[src/design/ffba_pkg.sv]
package ffba_pkg;

  // Widths fixed by the request and result fields.
  localparam int DATA_W = 16;
  // The dividend carries one extra bit for the rounding addend.
  localparam int DIV_W  = DATA_W + 1;

  // Header kinds as stored in the header memory.
  localparam logic [1:0] KIND_NONE = 2'd0;
  localparam logic [1:0] KIND_FREE = 2'd1;
  localparam logic [1:0] KIND_USED = 2'd2;

  // Request modes.
  localparam logic MODE_ALLOC = 1'b0;
  localparam logic MODE_FREE  = 1'b1;

  typedef enum logic [1:0] {
    ST_OK      = 2'd0,
    ST_NOFIT   = 2'd1,
    ST_INVALID = 2'd2
  } status_t;

  typedef enum logic [3:0] {
    OP_NONE,
    OP_CLEAR,
    OP_LOAD,
    OP_DIV,
    OP_F_CHECK,
    OP_F_HEAD,
    OP_F_NEXT,
    OP_F_NCLR,
    OP_F_WSTART,
    OP_F_WALK,
    OP_F_PCLR,
    OP_A_START,
    OP_A_SCAN,
    OP_A_MARK
  } dp_op_t;

  typedef enum logic [3:0] {
    S_CLEAR,
    S_IDLE,
    S_DIV,
    S_A_START,
    S_A_SCAN,
    S_A_MARK,
    S_F_CHECK,
    S_F_HEAD,
    S_F_NEXT,
    S_F_NCLR,
    S_F_WSTART,
    S_F_WALK,
    S_F_PCLR
  } state_t;

  // Command from the controller to the datapath.
  typedef struct packed {
    dp_op_t  op;
    logic    res;
    status_t status;
  } cmd_t;

  // Status from the datapath to the controller.
  typedef struct packed {
    logic div_done;
    logic mode_free;
    logic addr_ok;
    logic rd_used;
    logic rd_free;
    logic fit;
    logic scan_end;
    logic nxt_in;
    logic h_zero;
    logic walk_more;
    logic prev_hit;
    logic clr_last;
  } sts_t;

endpackage

[src/design/ffba_ctrl.sv]
module ffba_ctrl (
  input  logic          clk,
  input  logic          rst_n,
  input  logic          start,
  output logic          busy,
  input  ffba_pkg::sts_t sts,
  output ffba_pkg::cmd_t cmd
);
  import ffba_pkg::*;

  state_t state_r, state_nxt;

  always_ff @(posedge clk) begin
    if (!rst_n) begin
      state_r <= S_CLEAR;
    end else begin
      state_r <= state_nxt;
    end
  end

  assign busy = (state_r != S_IDLE);

  // Next state.
  always_comb begin
    state_nxt = state_r;
    unique case (state_r)
      S_CLEAR:    if (sts.clr_last) state_nxt = S_IDLE;
      S_IDLE:     if (start) state_nxt = S_DIV;
      S_DIV: begin
        if (sts.div_done) state_nxt = sts.mode_free ? S_F_CHECK : S_A_START;
      end
      S_A_START:  state_nxt = S_A_SCAN;
      S_A_SCAN: begin
        if (sts.fit) state_nxt = S_A_MARK;
        else if (sts.scan_end) state_nxt = S_IDLE;
      end
      S_A_MARK:   state_nxt = S_IDLE;
      S_F_CHECK:  state_nxt = sts.addr_ok ? S_F_HEAD : S_IDLE;
      S_F_HEAD: begin
        if (!sts.rd_used) state_nxt = S_IDLE;
        else if (sts.nxt_in) state_nxt = S_F_NEXT;
        else state_nxt = S_F_WSTART;
      end
      S_F_NEXT:   state_nxt = sts.rd_free ? S_F_NCLR : S_F_WSTART;
      S_F_NCLR:   state_nxt = S_F_WSTART;
      S_F_WSTART: state_nxt = sts.h_zero ? S_IDLE : S_F_WALK;
      S_F_WALK: begin
        if (sts.walk_more) state_nxt = S_F_WALK;
        else if (sts.prev_hit) state_nxt = S_F_PCLR;
        else state_nxt = S_IDLE;
      end
      S_F_PCLR:   state_nxt = S_IDLE;
      default:    state_nxt = S_IDLE;
    endcase
  end

  // Commands to the datapath.
  always_comb begin
    cmd.op     = OP_NONE;
    cmd.res    = 1'b0;
    cmd.status = ST_OK;
    unique case (state_r)
      S_CLEAR:   cmd.op = OP_CLEAR;
      S_IDLE:    if (start) cmd.op = OP_LOAD;
      S_DIV:     cmd.op = OP_DIV;
      S_A_START: cmd.op = OP_A_START;
      S_A_SCAN: begin
        cmd.op = OP_A_SCAN;
        if (!sts.fit && sts.scan_end) begin
          cmd.res    = 1'b1;
          cmd.status = ST_NOFIT;
        end
      end
      S_A_MARK: begin
        cmd.op  = OP_A_MARK;
        cmd.res = 1'b1;
      end
      S_F_CHECK: begin
        cmd.op = OP_F_CHECK;
        if (!sts.addr_ok) begin
          cmd.res    = 1'b1;
          cmd.status = ST_INVALID;
        end
      end
      S_F_HEAD: begin
        cmd.op = OP_F_HEAD;
        if (!sts.rd_used) begin
          cmd.res    = 1'b1;
          cmd.status = ST_INVALID;
        end
      end
      S_F_NEXT:  cmd.op = OP_F_NEXT;
      S_F_NCLR:  cmd.op = OP_F_NCLR;
      S_F_WSTART: begin
        cmd.op  = OP_F_WSTART;
        cmd.res = sts.h_zero;
      end
      S_F_WALK: begin
        cmd.op  = OP_F_WALK;
        cmd.res = !sts.walk_more && !sts.prev_hit;
      end
      S_F_PCLR: begin
        cmd.op  = OP_F_PCLR;
        cmd.res = 1'b1;
      end
      default:   cmd.op = OP_NONE;
    endcase
  end

  // A request is never taken while a walk or the clearing pass runs.
  assert property (@(posedge clk) disable iff (!rst_n)
    (start && !busy) |=> (state_r == S_DIV))
    else $error("accepted request did not enter the divider");
  // A result leaves the controller idle on the next cycle.
  assert property (@(posedge clk) disable iff (!rst_n)
    cmd.res |=> !busy)
    else $error("controller busy after issuing a result");

endmodule

[config.mk]
export PLATFORM = sky130hd
export DESIGN_NAME = ffba_ctrl
export DESIGN_NICKNAME = d
export VERILOG_FILES = /design/src/design/ffba_pkg.sv /design/src/design/ffba_ctrl.sv
export SDC_FILE = /design/constraint.sdc
export NUM_CORES = 1
export LEC_CHECK = 0
export ABC_AREA = 1
export BUFFER_PORTS_ARGS = -buffer_cell sky130_fd_sc_hd__buf_2
export CAP_MARGIN = 30
export CORE_MARGIN = 2
export CORE_UTILIZATION = 25
export CTS_BUF_LIST = sky130_fd_sc_hd__clkbuf_8 sky130_fd_sc_hd__clkbuf_16
export CTS_CLUSTER_DIAMETER = 200
export DETAILED_ROUTE_END_ITERATION = 16
export SYNTH_ARGS = -nofsm -noshare
export SYNTH_HDL_FRONTEND = slang
export SYNTH_SLANG_ARGS = --single-unit
[constraint.sdc]
create_clock -name clk -period 3.4 [get_ports clk]
set_clock_uncertainty 0.2 [all_clocks]
set_input_delay 0.68 -clock clk [delete_from_list [all_inputs] [get_ports clk]]
set_output_delay 0.68 -clock clk [all_outputs]
set_load 0.1 [all_outputs]
==> out/qor.yml, run 1 <==
sta:
  worst_slew_pin_slew_ns: 0.488
  setup_viol: 0
  finalHoldViolCount: 0
  finalCritPeriodShare_pct: 76.9
  relSlewSlack_pct: 67.7
  period_needed_ns: 2.62
  hold_slack_ns: 0.421
  slew_viol_final: 0
  setup_tns_ns: 0
  rsz0062_at_grt: "false"
  max_freq_mhz: 382
drt:
  drc: 0
  firstDrtPassIters: 4
  via_count: 777
  drt_iter0_drc: 31
  wl_per_cell_um: 10.1
  drtAntennaViolNets: 0
  wl_um: 1660
  vias_per_cell: 4.74
floorplan:
  io_pins: 23
  die_h_um: 51.3
  core-area_mm2: 0.00217
  die_w_um: 51.3
  die-area_mm2: 0.00263
  initial_utilization_pct: 25.8
  placementRows: 17
grt:
  grt_overflow: 0
  antenna_found_initial: 0
  grt_first_pass_wirelength_um: 2830
  grt_usage_pct: 14.0
  grt_max_degree: 9
  first_global_vias: 698
layout:
  final-seq-area_um2: 80.1
  largest_register_ffs: 4
  area_growth_pct: 33.3
  nNetsFinal: 153
  multi_input_area_um2: 408
  final_cell_mix: "nand2_1 (38), buf_2 (22), inv_1 (16), nor2_1 (16), nand3_1 (11)"
  n_fill_cell: 267
  diodes: 0
  regMostFlops: "state_r"
  final_core_util_pct: 34.4
  drive_above_1_share_pct: 25.7
  final_common_cell: "nand2_1"
  largestRegisters: "state_r (4)"
synthesis:
  yosys.area_share.adder_pct: 0
  netlist.area_leader.share_pct: 25.5
  ys_seq_elements: 4
  synthMuxAreaShare_pct: 0
  synth_top_family_by_area: "simple AND/OR/NAND/NOR gates"
  synthCells: 112
  yosys.area_share.simple_pct: 57.3
  ys_warn_count: 0
  synth_compound_area_share_pct: 14.8
  netlist_area_um2: 559
  netlist_top_cells_area: "nand2_1 (26%), dfxtp_1 (14%), inv_1 (11%)"
  yosys.area.top_type: "nand2_1"
  synth-xor-area-share_pct: 0
  yosysUniqueCellTypes: 18
  ys_seq_area_share_pct: 14.3
  syn_nets: 127
  avgSynthCellArea_um2: 4.99
clock_network:
  cts_tree: "yes"
  clk_latency_ns: 0.22
  ctsHoldBuffers: 0
  cts_sinks: 4
  cts_buffers: 3
  clkTransAtPathRegs_ns: 0.03
  cts_resized: 0
  clock_path_buffers: 2
  cts_setup_buffers: 0
  htree_levels: 1
  cts-root-buf: "clkbuf_8"
min_path:
  min_path_type: "flop to flop"
pwr:
  p_seq_share_pct: 13.3
  power_switching_uw: 385
  p_leak_uw: 0.000418
  p_total_uw: 609
  p_int_uw: 225
  switching_share_pct: 63.1
  pwr-share-comb_pct: 70.5
  ir_drop_mv: 0.532
  p_clk_share_pct: 16.2
  power-per-cell-area_mw_per_mm2: 817
critical_path:
  critPathCaptureType: "output pin"
  path_max_fanout: 8
  worstSetupPathType: "flop to output pin"
  arrival_ns: 1.74
  critPathLaunchType: "flop"
  worst_ep_required_time_ns: 2.52
placed_design:
  gp_congestion: 0.872
  hpwlAfterDp_um: 1410
  port_buffers: 22
flow_run:
  max_cap_violations: 0
status:
  status: "finished, final reports clean"
critical path, stage by stage, from the launching register on:
cell     delay [ns]
dfxtp_1        0.45
nand2_1        0.15
o21ai_0        0.32
a21oi_1        0.08
nand4_1        0.08
buf_2          0.42
kinds of logic (layout without fill, tap and decap cells):
kind of cell | after synthesis | in the layout
buf+inv | 20 | 44
simple gates | 74 | 74
compound gates | 14 | 14
flops | 4 | 4
metal layers:
metal | global-route usage (%) | part of all wire, % | up-vias | wire length, um
li1 | - | - | 404 | -
met1 | 16.1 | 41 | 335 | 677
met2 | 25.1 | 50 | 34 | 823
met3 | 4.39 | 7.7 | 4 | 127
met4 | 3.51 | 1.7 | 0 | 29
met5 | 0 | 0 | - | 0
power groups by stage:
stage	clock, uW	sequential, uW	combinational (uW)
6_report	98.6	81.2	430
2_1_floorplan	0	68.7	373
3_5_place_dp	0	80.5	428
4_1_cts	101	80.4	430
3_3_place_gp	0	79.9	427
5_1_grt	108	83.4	463
worst paths after layout:
| kind | startpoint | to | slack (ns) | cells after the start |
|---|---|---|---|---|
| setup / recovery | state_r[0]$_SDFFE_PN0P_ | cmd[2] | 0.78 | 5 |
| hold / removal | state_r[0]$_SDFFE_PN0P_ | state_r[0]$_SDFFE_PN0P_ | 0.42 | 2 |
| setup reg to reg | state_r[0]$_SDFFE_PN0P_ | state_r[0]$_SDFFE_PN0P_ | 1.81 | 9 |
| hold reg to reg | state_r[0]$_SDFFE_PN0P_ | state_r[0]$_SDFFE_PN0P_ | 0.42 | 2 |
synth_stat cells:
cell       number
a211oi_1        1
a21oi_1         3
a41oi_1         1
buf_2           1
dfxtp_1         4
inv_1          16
inv_2           3
nand2_1        38
nand3_1        11
nand3b_1        1
nand4_1         2
nor2_1         16
nor2_2          5
nor2_4          1
o2111ai_1       1
o211ai_1        1
o21ai_0         4
o21ai_1         3
per-stage QoR:
stage / area (um^2) / setup WS (ns) / instances
2_1_floorplan: 564 / 0.0924 / 112
3_3_place_gp: 704 / 0.991 / 161
3_5_place_dp: 704 / 0.974 / 161
4_1_cts: 746 / 0.780 / 164
5_1_grt: 746 / 0.612 / 164
6_report: 746 / 0.785 / 164
cell type report:
class / instances / area share [%]
clock buffer: 3 / 5.54
tap: 28 / 4.70
multi-input combinational: 88 / 54.7
timing repair buffer: 22 / 14.8
inverter: 19 / 9.56
sequential: 4 / 10.7
No activity file was read; power rests on OpenSTA's default activity.
==> run 2, diff against run 1 <==
clock period = 2.6 ns   (was 3.4 ns; I/O delays follow)
==> run 2 against run 1 <==
Sequential power up 32%. Sequential cell count did not move. Worst setup slack got worse by 0.68 ns. Cell count grew 0.61%. Critical endpoint is now cmd[6]. Largest power group unchanged. Highest routed layer unchanged.
==> out/qor.yml, run 2 (synthesized netlist as in run 1, its figures left out) <==
grt:
  first_global_vias: 709
  grt_use_met1_pct: 17.0
  grt_overflow: 0
  met2_usage_pct: 24.9
  grt_first_pass_wirelength_um: 2880
  grt_util_met3_pct: 4.09
  antenna_found_initial: 0
  grt_max_degree: 9
  grt_busiest_layer: "met2"
  grt_usage_pct: 14.8
floorplan:
  io_pins: 23
  die-area_mm2: 0.00263
  die_w_um: 51.3
  placementRows: 17
  die_h_um: 51.3
  initial_utilization_pct: 25.8
  core-area_mm2: 0.00217
pwr:
  switching_share_pct: 62.1
  pwr-share-comb_pct: 70.7
  ir_drop_mv: 0.591
  p_leak_uw: 0.000428
  power-per-cell-area_mw_per_mm2: 1060
  p_total_uw: 828
  p_int_uw: 313
  p_clk_share_pct: 16.3
  p_seq_share_pct: 12.9
  power_switching_uw: 514
drt:
  wl_per_cell_um: 10.6
  drt_iter0_drc: 21
  vias_per_cell: 4.68
  drc: 0
  firstDrtPassIters: 4
  via_count: 773
  wl_um: 1750
  drtAntennaViolNets: 0
layout:
  area_growth_pct: 40.3
  final_cells: 165
  regMostFlops: "state_r"
  drive_above_1_share_pct: 29.9
  post-route-cell-area_um2: 785
  final_cell_mix: "nand2_1 (36), buf_2 (21), inv_1 (16), nor2_1 (15), nand3_1 (11)"
  largestRegisters: "state_r (4)"
  final_common_cell: "nand2_1"
  nNetsFinal: 154
  diodes: 0
  largest_register_ffs: 4
clock_network:
  cts-root-buf: "clkbuf_8"
  clock_path_buffers: 2
  cts_resized: 0
  ctsHoldBuffers: 0
  cts_buffers: 3
  cts_tree: "yes"
  cts_setup_buffers: 0
  cts_sinks: 4
  htree_levels: 1
  clk_latency_ns: 0.23
  clkTransAtPathRegs_ns: 0.03
placed_design:
  hpwlAfterDp_um: 1480
  dpl.cell_count: 162
  port_buffers: 22
  place_area_um2: 739
  gp_congestion: 0.861
min_path:
  min_path_type: "input pin to flop"
  min_from: "rst_n"
  whs_path_depth: 3
critical_path:
  critPathLaunchType: "flop"
  worst_ep_required_time_ns: 1.88
  path_max_fanout: 6
  crit_family: "buffers and inverters"
  r2r_start: "state_r[3]$_SDFFE_PN0P_"
  cp_cell_sequence: "inv_2 > nand2_1 > o21ai_0 > nor2_1 > o21ai_1 > buf_2"
  cp_slowest_stage_delay_ns: 0.44
  cp_num_buf_inv: 2
  crit_cells: 6
  worstRegToRegCells: 8
  worstSetupPathType: "flop to output pin"
  crit_slowest_cell: "buf_2"
  critPathCaptureType: "output pin"
  arrival_ns: 1.78
  crit_start: "state_r[1]$_SDFFE_PN0P_"
sta:
  setup_viol: 0
  worst_slew_pin_slew_ns: 0.489
  finalHoldViolCount: 0
  relSlewSlack_pct: 67.6
  max_freq_mhz: 401
  finalCritPeriodShare_pct: 96.0
  rsz0062_at_grt: "false"
  period_needed_ns: 2.50
  slew_viol_final: 0
flow_run:
  max_cap_violations: 0
status:
  status: "finished, final reports clean"
[run 2: cell count changes in the layout (fill, tap and decap cells not counted)]
| cell | before | now |
|---|---|---|
| nand2_2 | 0 | 1 |
| o2111ai_2 | 0 | 1 |
| buf_4 | 0 | 2 |
| nor2_1 | 16 | 15 |
| nand2_8 | 0 | 1 |
| nand2_1 | 38 | 36 |
| dfxtp_1 | 4 | 3 |
| buf_2 | 22 | 21 |
| dfxtp_2 | 0 | 1 |
| nor2_2 | 5 | 6 |
| o2111ai_1 | 1 | 0 |
[run 2: per-layer routing]
| metal | part of all wire, % | vias up |
|---|---|---|
| met3 | 6.6 | 4 |
| met4 | 1.6 | 0 |
| met5 | 0 | - |
| met1 | 41 | 337 |
| li1 | - | 404 |
| met2 | 51 | 28 |
[run 2: power groups by stage]
stage	registers (uW)	clock network, uW	logic, uW
6_report	107	135	585
5_1_grt	112	143	626
4_1_cts	105	138	585
3_5_place_dp	106	0	584
3_3_place_gp	106	0	583
2_1_floorplan	89.9	0	495
[run 2: worst min-delay path: stages]
cell and delay [ns]:
buf_2 0.10, o21ai_1 0.07, nor2_1 0.05
[run 2: path summary, 6_finish.rpt]
path / end / slack (ns)
worst max-delay path: cmd[6] / 0.10
worst min-delay path: state_r[0]$_SDFFE_PN0P_ / 0.36
worst max register to register: state_r[0]$_SDFFE_PN0P_ / 1.00
worst min register to register: state_r[0]$_SDFFE_PN0P_ / 0.38
[run 2: area by class of cell]
cell class | count | area [um^2]
timing repair buffer | 23 | 120
clock buffer | 3 | 41.3
inverter | 19 | 71.3
fill | 259 | 1390
multi-input combinational | 88 | 435
tap | 28 | 35.0
sequential | 4 | 81.3
[run 2: per-stage QoR]
stage	setup TNS [ns]	hold WS, ns	utilization, %	worst slack, ns
detailed placement	0	0.417	34.1	0.285
global placement	0	0.421	34.1	0.307
floorplan	-0.0936	0.426	-	-0.0890
CTS	0	0.360	36.0	0.0474
global route	0	0.380	36.2	0.0175
finish	0	0.361	36.2	0.104
==> run 3, diff against run 2 <==
SETUP_SLACK_MARGIN = 0.5   (was unset)
==> run 3 against run 2 <==
Core utilization increased by 9.5 points. Die area unchanged. Non-clock buffer count increased by 5. Routed wire length increased by 10%. Via count increased by 6.0%. Register-to-register slack about the same. Hold slack improved by 0.0097 ns. Fmax increased by 16%. Final area increased by 26%. Sequential power increased by 20%. Clock power decreased by 5%. Global-route usage decreased by 0.65 points. Critical endpoint is now cmd[2].
==> out/qor.yml, run 3 (synthesized netlist as in run 1, its figures left out) <==
pwr:
  ir_drop_mv: 0.582
  p_leak_uw: 0.000473
  power-per-cell-area_mw_per_mm2: 1020
grt:
  grt_first_pass_wirelength_um: 2880
  grt_overflow: 0
  antenna_found_initial: 0
  first_global_vias: 684
  grt_max_degree: 9
  grt_usage_pct: 14.2
floorplan:
  die_h_um: 51.3
  die_w_um: 51.3
  placementRows: 17
  core-area_mm2: 0.00217
  initial_utilization_pct: 25.8
  die-area_mm2: 0.00263
  io_pins: 23
clock_network:
  ctsHoldBuffers: 0
  htree_levels: 1
  cts_sinks: 4
  cts_tree: "yes"
  cts-root-buf: "clkbuf_8"
  clock_path_buffers: 2
  clk_latency_ns: 0.21
  cts_buffers: 3
  clkTransAtPathRegs_ns: 0.03
layout:
  final_common_cell: "nand2_1"
  nNetsFinal: 159
  final_core_util_pct: 45.7
  area_growth_pct: 77.2
  n_fill_cell: 238
  diodes: 0
  final_cell_mix: "nand2_1 (32), buf_2 (14), nor2_1 (12), inv_1 (12), nand3_1 (10)"
  regMostFlops: "state_r"
  largest_register_ffs: 4
  largestRegisters: "state_r (4)"
  drive_above_1_share_pct: 45.1
sta:
  finalHoldViolCount: 0
  max_freq_mhz: 464
  relSlewSlack_pct: 82.0
  period_needed_ns: 2.16
  finalCritPeriodShare_pct: 82.9
  setup_tns_ns: 0
  hold_slack_ns: 0.370
  worst_slew_pin_slew_ns: 0.269
  rsz0062_at_grt: "true"
  slew_viol_final: 0
  setup_viol: 0
critical_path:
  critPathLaunchType: "flop"
  critPathCapture: "cmd[2]"
  reg2reg_to: "state_r[0]$_SDFFE_PN0P_"
  r2r_start: "state_r[0]$_SDFFE_PN0P_"
  path_max_fanout: 7
  worst_ep_required_time_ns: 1.88
  arrival_ns: 1.44
  reg2reg_slack_ns: 1.00
  crit_start: "state_r[0]$_SDFFE_PN0P_"
  critPathCaptureType: "output pin"
  worstSetupPathType: "flop to output pin"
  worstRegToRegCells: 9
drt:
  via_count: 819
  drc: 0
  wl_um: 1930
  vias_per_cell: 4.82
  firstDrtPassIters: 4
  wl_per_cell_um: 11.4
  drtAntennaViolNets: 0
  drt_iter0_drc: 37
flow_run:
  max_cap_violations: 0
placed_design:
  port_buffers: 22
  gp_congestion: 0.877
  hpwlAfterDp_um: 1460
status:
  status: "finished, final reports clean"
min_path:
  min_path_type: "input pin to flop"
  whs_path_depth: 3
-- run 3: cell count changes in the layout (fill, tap and decap cells not counted), moves of 3 or more --
cell | previous run | this run
inv_1 | 16 | 12
nand2_1 | 36 | 32
nor2_1 | 15 | 12
dfxtp_1 | 3 | 0
buf_4 | 2 | 8
buf_2 | 21 | 14
dfxtp_4 | 0 | 4
nor2_4 | 1 | 6
buf_12 | 0 | 3
nand2_2 | 1 | 4
-- run 3: area by class of cell --
class                   instances  area [um^2]  area share, %
multi-input cells              88          507           51.1
repair buffers                 28          228           23.0
flip-flops and latches          4         95.1           9.60
inverters                      19         85.1           8.59
clock buffers                   3         41.3           4.17
well taps                      28         35.0           3.54
-- run 3: how the worst min path moves through the flow --
stage | endpoint | startpoint
2_1_floorplan | state_r[0]$_SDFFE_PN0P_ | state_r[0]$_SDFFE_PN0P_
3_5_place_dp | state_r[0]$_SDFFE_PN0P_ | state_r[0]$_SDFFE_PN0P_
5_1_grt | state_r[0]$_SDFFE_PN0P_ | rst_n
3_3_place_gp | state_r[0]$_SDFFE_PN0P_ | state_r[0]$_SDFFE_PN0P_
6_report | state_r[0]$_SDFFE_PN0P_ | rst_n
4_1_cts | state_r[0]$_SDFFE_PN0P_ | rst_n
-- run 3: what timing repair did --
item / in CTS / in global routing
resized for setup: 33 / 13
setup buffers: 1 / 3
pin swaps: 4 / 5
setup endpoints to repair: 8 / 6
cloned: 0 / 0
-- run 3: power breakdown --
part / internal, uW / total [uW] / switching, uW / leakage [uW]
registers: 85.4 / 128 / 42.7 / 0.0000356
clock network: 98.4 / 128 / 29.2 / 0.0000216
logic: 239 / 752 / 513 / 0.000416
total: 423 / 1010 / 585 / 0.000473
-- run 3: routing by layer --
| layer | vias up | wire, um | track usage [%] |
|---|---|---|---|
| met5 | - | 0 | 0 |
| met3 | 0 | 124 | 0.877 |
| li1 | 416 | - | - |
| met2 | 32 | 997 | 24.7 |
| met4 | 0 | 0 | 3.95 |
| met1 | 371 | 807 | 18.9 |
-- run 3: stage by stage --
stage	std cells	setup WS, ns	instance area (um^2)	power, uW
CTS	167	0.406	928	948
floorplan	112	0.0490	616	604
global route	170	0.379	991	1060
global placement	163	0.352	783	713
finish	170	0.444	991	1010
detailed placement	163	0.361	783	717
-- run 3: critical path, stage by stage, from the launching register on --
cell and delay [ns]:
dfxtp_4 0.39, inv_4 0.06, nand2_4 0.08, nor2_1 0.04, inv_1 0.08, o21ai_2 0.08, a21oi_2 0.12, nand4_1 0.16
buf_12 0.20
